`src/sv/rhsd_pkg.sv`:
```
// Shared types, constants and pixel arithmetic for the RGBA half-scale downsampler.
`timescale 1ns / 1ps

package rhsd_pkg;

    localparam int MAX_WIDTH   = 4096;
    localparam int MAX_HEIGHT  = 4096;
    localparam int PIXEL_BYTES = 4;
    localparam int PIX_W       = PIXEL_BYTES * 8;
    localparam int POS_W       = 12;
    localparam int DIM_W       = 13;
    localparam int STORE_DEPTH = MAX_WIDTH / 2;
    localparam int STORE_AW    = $clog2(STORE_DEPTH);
    localparam int CFG_IDX_W   = 2;

    localparam logic [CFG_IDX_W-1:0] CFG_MODE   = 2'd0;
    localparam logic [CFG_IDX_W-1:0] CFG_WIDTH  = 2'd1;
    localparam logic [CFG_IDX_W-1:0] CFG_HEIGHT = 2'd2;

    localparam logic MODE_DECIMATE = 1'b0;
    localparam logic MODE_BOX      = 1'b1;

    localparam logic [DIM_W-1:0] DIM_MIN        = 13'd2;
    localparam logic [DIM_W-1:0] RESET_WIDTH    = 13'd640;
    localparam logic [DIM_W-1:0] RESET_HEIGHT   = 13'd480;
    localparam logic [DIM_W-1:0] MAX_WIDTH_DIM  = DIM_W'(MAX_WIDTH);
    localparam logic [DIM_W-1:0] MAX_HEIGHT_DIM = DIM_W'(MAX_HEIGHT);

    typedef logic [PIX_W-1:0] t_pixel;

    // Per-step decision made at the moment an input pixel is accepted.
    typedef struct packed {
        logic                is_left;   // even column inside the used area
        logic                wr_store;  // odd column of an even row
        logic                rd_store;  // odd column of an odd row: a result follows
        logic                last;      // final result of the frame
        logic [STORE_AW-1:0] idx;
    } t_step;

    function automatic logic [DIM_W-1:0] clamp_dim(input logic [DIM_W-1:0] v,
                                                   input logic [DIM_W-1:0] hi);
        logic [DIM_W-1:0] r;
        if (v < DIM_MIN) begin
            r = DIM_MIN;
        end else if (v > hi) begin
            r = hi;
        end else begin
            r = v;
        end
        return r;
    endfunction

    // Truncating average of each byte lane.
    function automatic t_pixel avg_pixel(input t_pixel a, input t_pixel b);
        t_pixel r;
        logic [8:0] s;
        r = '0;
        for (int k = 0; k < PIXEL_BYTES; k++) begin
            s = {1'b0, a[k*8 +: 8]} + {1'b0, b[k*8 +: 8]};
            r[k*8 +: 8] = s[8:1];
        end
        return r;
    endfunction

endpackage

```
`src/sv/rhsd_pos_ctrl.sv`:
```
// Column and row tracking and the per-pixel decision of what the step does.
`timescale 1ns / 1ps

module rhsd_pos_ctrl import rhsd_pkg::*; (
    input  logic             i_clk,
    input  logic             i_rst_n,
    input  logic             i_accept,
    input  logic [DIM_W-1:0] i_width,
    input  logic [DIM_W-1:0] i_height,
    output t_step            o_step
);

    logic [POS_W-1:0] r_col, n_col;
    logic [POS_W-1:0] r_row, n_row;
    logic [DIM_W-1:0] w_col_ext, w_row_ext;
    logic [DIM_W-1:0] w_col_inc, w_row_inc;
    logic [DIM_W-1:0] w_used_w, w_used_h;
    logic             w_inside;

    assign w_col_ext = {1'b0, r_col};
    assign w_row_ext = {1'b0, r_row};
    assign w_col_inc = w_col_ext + 13'd1;
    assign w_row_inc = w_row_ext + 13'd1;
    assign w_used_w  = {i_width[DIM_W-1:1], 1'b0};
    assign w_used_h  = {i_height[DIM_W-1:1], 1'b0};
    assign w_inside  = (w_col_ext < w_used_w) && (w_row_ext < w_used_h);

    always_comb begin
        o_step.is_left  = w_inside && !r_col[0];
        o_step.wr_store = w_inside && r_col[0] && !r_row[0];
        o_step.rd_store = w_inside && r_col[0] && r_row[0];
        o_step.last     = (w_col_inc == w_used_w) && (w_row_inc == w_used_h);
        o_step.idx      = r_col[POS_W-1:1];
    end

    // A position at or past a bound wraps at the end of its step, which also
    // covers a geometry that shrank under a frame in progress.
    always_comb begin
        n_col = r_col;
        n_row = r_row;
        if (w_col_inc >= i_width) begin
            n_col = '0;
            n_row = (w_row_inc >= i_height) ? '0 : w_row_inc[POS_W-1:0];
        end else begin
            n_col = w_col_inc[POS_W-1:0];
        end
    end

    always_ff @(posedge i_clk) begin
        if (!i_rst_n) begin
            r_col <= '0;
            r_row <= '0;
        end else if (i_accept) begin
            r_col <= n_col;
            r_row <= n_row;
        end
    end

endmodule

```
`config.mk`:
```
export PLATFORM = sky130hd
export DESIGN_NAME = rhsd_pos_ctrl
export DESIGN_NICKNAME = d
export VERILOG_FILES = /design/src/sv/rhsd_pkg.sv /design/src/sv/rhsd_pos_ctrl.sv
export SDC_FILE = /design/constraint.sdc
export NUM_CORES = 1
export LEC_CHECK = 0
export CAP_MARGIN = 20
export CORE_MARGIN = 2
export CORE_UTILIZATION = 40
export DETAILED_ROUTE_END_ITERATION = 7
export DONT_BUFFER_PORTS = 1
export PLACE_DENSITY = 0.54
export REMOVE_ABC_BUFFERS = 1
export SYNTH_ARGS = -nofsm -noshare
export SYNTH_HDL_FRONTEND = slang
export SYNTH_SLANG_ARGS = --single-unit
```
`constraint.sdc`:
```
create_clock -name i_clk -period 4.05 [get_ports i_clk]
set_input_delay 0.6075 -clock i_clk [delete_from_list [all_inputs] [get_ports i_clk]]
set_output_delay 0.6075 -clock i_clk [all_outputs]
set_load 0.005 [all_outputs]
```
Yosys cells after proc, flatten, opt, wreduce, memory -nomap -nowiden:

Cells that the tools add are included.

* flip-flop bits (word level): 24
* logic and storage cells: 21
* output and inout port bits: 15

* $add $sub $neg: 2
* magnitude comparators: 4
* reduce and logical (&&, ||, !) cells: 9
* multiplexer cells: 2
* eq/ne operators: 2

Operators with widths (number)
* 12-bit by 1-bit adder with 13-bit output (second input constant): 2
* 13-bit == test: 2
* 13-bit greater-or-equal comparator: 2
* 12-bit by 13-bit less-than comparator with 1-bit output: 2
* 12-bit two-way mux: 2
* 1-bit logical AND: 6
* 1-bit logical NOT: 2
* 2-bit AND reduction: 1

Depth between registers and ports, before layout:

* word-level depth: 4
* depth in mapped cells: 13

Least setup slack after synthesis:

Ideal clock, no wire load.

* kind: flip-flop to flip-flop
* start point: reg r_col[2]
* end point: reg r_row[2]
* data arrival time: 2830 ps
* period minus slack after synthesis: 2909 ps
* cell stages (with the launch flop): 14
* path slack: 1141 ps
* path through: dfxtp_1 > and4_1 > and4_1 > nand3_2 > or3_1 > nand2_1 > ha_1 > nand4_2 > nor3_1 > a31o_2 > o31a_4 > buf_6 > nand3b_1 > o211ai_1

* longest elaborated chain between the ends: 3

RTL lines
* start, declared: line rhsd_pos_ctrl.sv:13 `logic [POS_W-1:0] r_col, n_col;`
* start signal, assigned: line rhsd_pos_ctrl.sv:54 `r_col <= n_col;`
* 12-bit by 1-bit adder with 13-bit output: line rhsd_pos_ctrl.sv:22 `assign w_col_inc = w_col_ext + 13'd1;`
* 13-bit greater-or-equal comparator: line rhsd_pos_ctrl.sv:41 `if (w_col_inc >= i_width) begin`
* 2-bit AND reduction (no source line)
* end signal, assigned: line rhsd_pos_ctrl.sv:55 `r_row <= n_row;`
* end, declared: line rhsd_pos_ctrl.sv:14 `logic [POS_W-1:0] r_row, n_row;`

No other way between the ends.
A chain may end at the register's enable or synchronous reset.

Worst setup path in the final report:

* start point: reg r_row[1]
* end point: reg r_row[7]

* longest elaborated chain between the ends: 3

RTL lines
* 12-bit by 1-bit adder with 13-bit output (*): line rhsd_pos_ctrl.sv:23 `assign w_row_inc = w_row_ext + 13'd1;`
* 13-bit greater-or-equal comparator: line rhsd_pos_ctrl.sv:43 `n_row = (w_row_inc >= i_height) ? '0 : w_row_inc[POS_W-1:0];`
* 12-bit two-way mux (*): line rhsd_pos_ctrl.sv:43

Mark *: on every way between the ends. The rest lies on a longest branch, timed or not.

==> metrics.md <==
| Metric | Value |
|---|---|
| Ports | `44` |
| RR Endpoint | `r_row[7]$_SDFFE_PN0P_` |
| Die area | `approximately 7400 µm²` |
| Synth Flop Type | `dfxtp_1` |
| Unique cell type count in the Yosys netlist | `55` |
| R2r setup slk | `about 0.52 ns` |
| Post-route ant nets | `0` |
| Post-synth EDFFs | `0` |
| Die Height | `about 86 µm` |
| First-pass GRT wire length | `~11 mm` |
| DP HPWL | `approximately 5.0 mm` |
| Hold_buf cts | `0` |
| Clk pin slew, worst setup/hold paths | `0.10 ns` |
| Violated checks | `design-rule violations` |
| Overall routing resource usage | `0.185` |
| Crit Path Max Fanout | `11` |
| Leak | `between 1 and 1.5 nW` |
| Slew Limit Fails | `0` |
| Initial core utilization | `0.417` |
| Ys async rst share | `0` |
| Row cnt | `29` |
| Diodes inserted | `0` |
| Worst hold endpoint | `r_col[9]$_SDFFE_PN0P_` |
| Peak supply drop | `roughly 0.11 mV` |
| Antenna violations before repair | `0` |
| CTS Buf Count | `3` |
| Ys Warns | `0` |
| # DRC | `3` |
| Sequential fraction of the synthesis area | `0.179` |
| DR pass1 iterations | `6` |
| Number of max-cap violations | `0` |
| Clk_skew | `0.00502 ns` |
| Area Overhead vs Synth | `2.19%` |
| Status | `finished with violations` |
| Largest net degree at the start of global routing | `27` |
| Place WS | `roughly 0.65 ns` |
| Syn Inst Count | `338` |
| Final setup viols | `0` |
| Number of synthesized register bits | `24` |
| CTS Root Cell | `clkbuf_8` |
| R2R depth | `12` |
| RSZ-0062 raised after global routing | `no` |
| GP Congestion | `approximately 0.78` |
| Fill count | `about 650` |
| Avg Cell Area, Syn | `between 7 and 8 µm²` |
| Headroom to the max-slew limit | `0.373` |
| H-Tree Depth | `1` |
| Tmin final | `about 3.5 ns` |
| Share of cells above drive strength 1 | `0.0586` |
| Final Util | `0.426` |
| Die W | `between 80 and 90 µm` |
| Final period util | `0.871` |
| Setup TNS | `0 ns` |
| Fin. Hold Viols | `0` |
| CP Launch Type | `flop` |
| Cell area after layout | `around 2700 µm²` |
| Setup crit end kind | `flop` |
| CTS tree | `done` |
| Cell Area, Placed | `~2700 µm²` |
| DR vias | `roughly 2300` |
| Gr ovfl total | `0` |
| Clock sinks | `24` |
| Origin of the critical flop-to-flop path | `r_row[1]$_SDFFE_PN0P_` |
| Skew-Pair Late Insertion Delay | `around 0.27 ns` |
| Register area | `480 µm²` |
| PD cells | `~190 nW/µm²` |
| 1st-iter DRT viols | `about 120` |
| Vias in the first global route | `roughly 2200` |
| Nets | `roughly 400` |
| HP Start | `i_rst_n` |
| Mapped cell area | `~2700 µm²` |
| Pwr Total | `between 0.0005 and 0.0006 W` |
| Worst Tran Pin Value | `0.940 ns` |
| Core ar. | `between 6000 and 7000 µm²` |
| Area occupied by multi-input gates | `1960 µm²` |
| Max Freq | `284 MHz` |
| Post-CTS Setup Bufs | `0` |
| Crit Path Category | `reg -> reg` |
| CTS max path bufs | `2` |
| Final wirelength | `between 6 and 7 mm` |
| WHS Path Cells | `2` |
| Cts repair resizes | `0` |
| Worst hold path type | `in -> reg` |
| Post-route setup slack | `around 0.52 ns` |
| CP arrival | `approximately 3.7 ns` |
| Critical Path RT | `4.25 ns` |
| Buffers on Ports | `0` |
| Routed len/inst | `~16 µm` |
| Via-per-instance ratio | `5.78` |
-- cells in the mapped netlist (3+ instances only) --
library cell | number | area share
o22ai_1 | 3 | 0.0070
buf_2 | 3 | 0.0056
o211ai_1 | 5 | 0.014
xor2_1 | 6 | 0.020
and3_1 | 5 | 0.012
dfxtp_1 | 24 | 0.18
and4_1 | 4 | 0.013
ha_1 | 50 | 0.23
xnor2_1 | 13 | 0.042
inv_1 | 26 | 0.036
buf_4 | 12 | 0.034
or3_1 | 5 | 0.012
a21o_1 | 8 | 0.022
clkbuf_1 | 5 | 0.0070
nand2b_1 | 3 | 0.0070
nand2_1 | 34 | 0.048
nand3b_1 | 6 | 0.017
nor2_1 | 10 | 0.014
nor4_1 | 5 | 0.012
nand4_1 | 10 | 0.023
o21ai_0 | 9 | 0.017
nand3_1 | 25 | 0.047
a21oi_1 | 25 | 0.047
nor3_1 | 6 | 0.011
-- flip-flops by register name, indices dropped and copies added, names as in the netlist --
signal and cells:
r_row 12, r_col 12
-- worst max-delay path, stage by stage (launching register included) --
cell and delay [ns]:
dfxtp_1 0.41, ha_1 0.26, nand3_1 0.21, nor2_2 0.29
nand3_1 0.17, xnor2_1 0.17, ha_1 0.30, a21oi_1 0.14
o21a_1 0.13, o21ai_0 0.08, a21oi_1 0.74, nand2_2 0.30
o221ai_1 0.26
-- through the flow --
| step | instances | hold slack (ns) |
|---|---|---|
| final | 401 | 0.479 |
| after global routing | 401 | 0.473 |
| after CTS | 401 | 0.475 |
| after detailed placement | 397 | 0.519 |
| after global placement | 397 | 0.501 |
| after floorplan | 316 | 0.483 |
-- where the power goes --
group | total [W] | internal, W | switching [W] | leakage [nW]
sequential | 0.000241 | 0.000238 | 0.00000326 | 0.194
combinational | 0.0000644 | 0.0000248 | 0.0000396 | 1.07
clock | 0.000219 | 0.000132 | 0.0000870 | 0.0357
total | 0.000525 | 0.000395 | 0.000130 | 1.30
-- layout by cell type, fill, tap and decap left out, drive strengths merged, types with 2 or more instances in the layout --
cell type | synthesis | final
or3 | 5 | 5
or4 | 2 | 2
nand4 | 11 | 11
inv | 26 | 26
nor4 | 5 | 5
o31a | 2 | 2
nand4b | 2 | 2
a2bb2oi | 2 | 2
o21a | 2 | 2
buf | 17 | 4
o21ai | 11 | 11
nand3 | 26 | 26
nand2 | 36 | 36
and3 | 5 | 5
nand3b | 6 | 6
xnor2 | 13 | 13
nor2 | 11 | 11
xor2 | 6 | 6
o211ai | 5 | 5
o22ai | 4 | 4
ha | 50 | 50
dfxtp | 24 | 24
clkbuf | 5 | 3
nor3 | 6 | 6
a21oi | 25 | 25
nand2b | 3 | 3
and4 | 4 | 4
a21o | 8 | 8
-- kinds of logic after synthesis --
logic type,after synthesis,share of synthesized area
compound gates,70,0.180
xor+xnor,19,0.0621
fa+ha+maj,50,0.233
buf+inv,49,0.0896
flops,24,0.179
mux,1,0.00373
simple gates,125,0.252
-- worst max-delay path by stage --
stage | endpoint | start | cells after the start
global placement | r_row[7]$_SDFFE_PN0P_ | r_row[4]$_SDFFE_PN0P_ | 11
CTS | o_step[11] | r_col[2]$_SDFFE_PN0P_ | 9
floorplan | r_col[2]$_SDFFE_PN0P_ | r_col[2]$_SDFFE_PN0P_ | 12
finish | r_row[7]$_SDFFE_PN0P_ | r_row[1]$_SDFFE_PN0P_ | 12
global route | r_row[0]$_SDFFE_PN0P_ | r_row[1]$_SDFFE_PN0P_ | 12
detailed placement | r_row[7]$_SDFFE_PN0P_ | r_row[1]$_SDFFE_PN0P_ | 12
-- metal layers --
layer | wire length (µm) | GRT usage | vias to the layer above
met5 | 0 | 0 | -
li1 | - | - | 1201
met4 | 45 | 0.0390 | 0
met3 | 378 | 0.0250 | 4
met1 | 3290 | 0.284 | 1052
met2 | 2660 | 0.276 | 60
-- cell type report --
type	instances	share of cell area
multi-input cells	265	0.715
flip-flops and latches	24	0.175
inverters	27	0.0370
well taps	77	0.0352
clock buffers	3	0.0151
clock inverters	1	0.0110
repair buffers	4	0.0110
No activity file was read; power rests on OpenSTA's default activity.
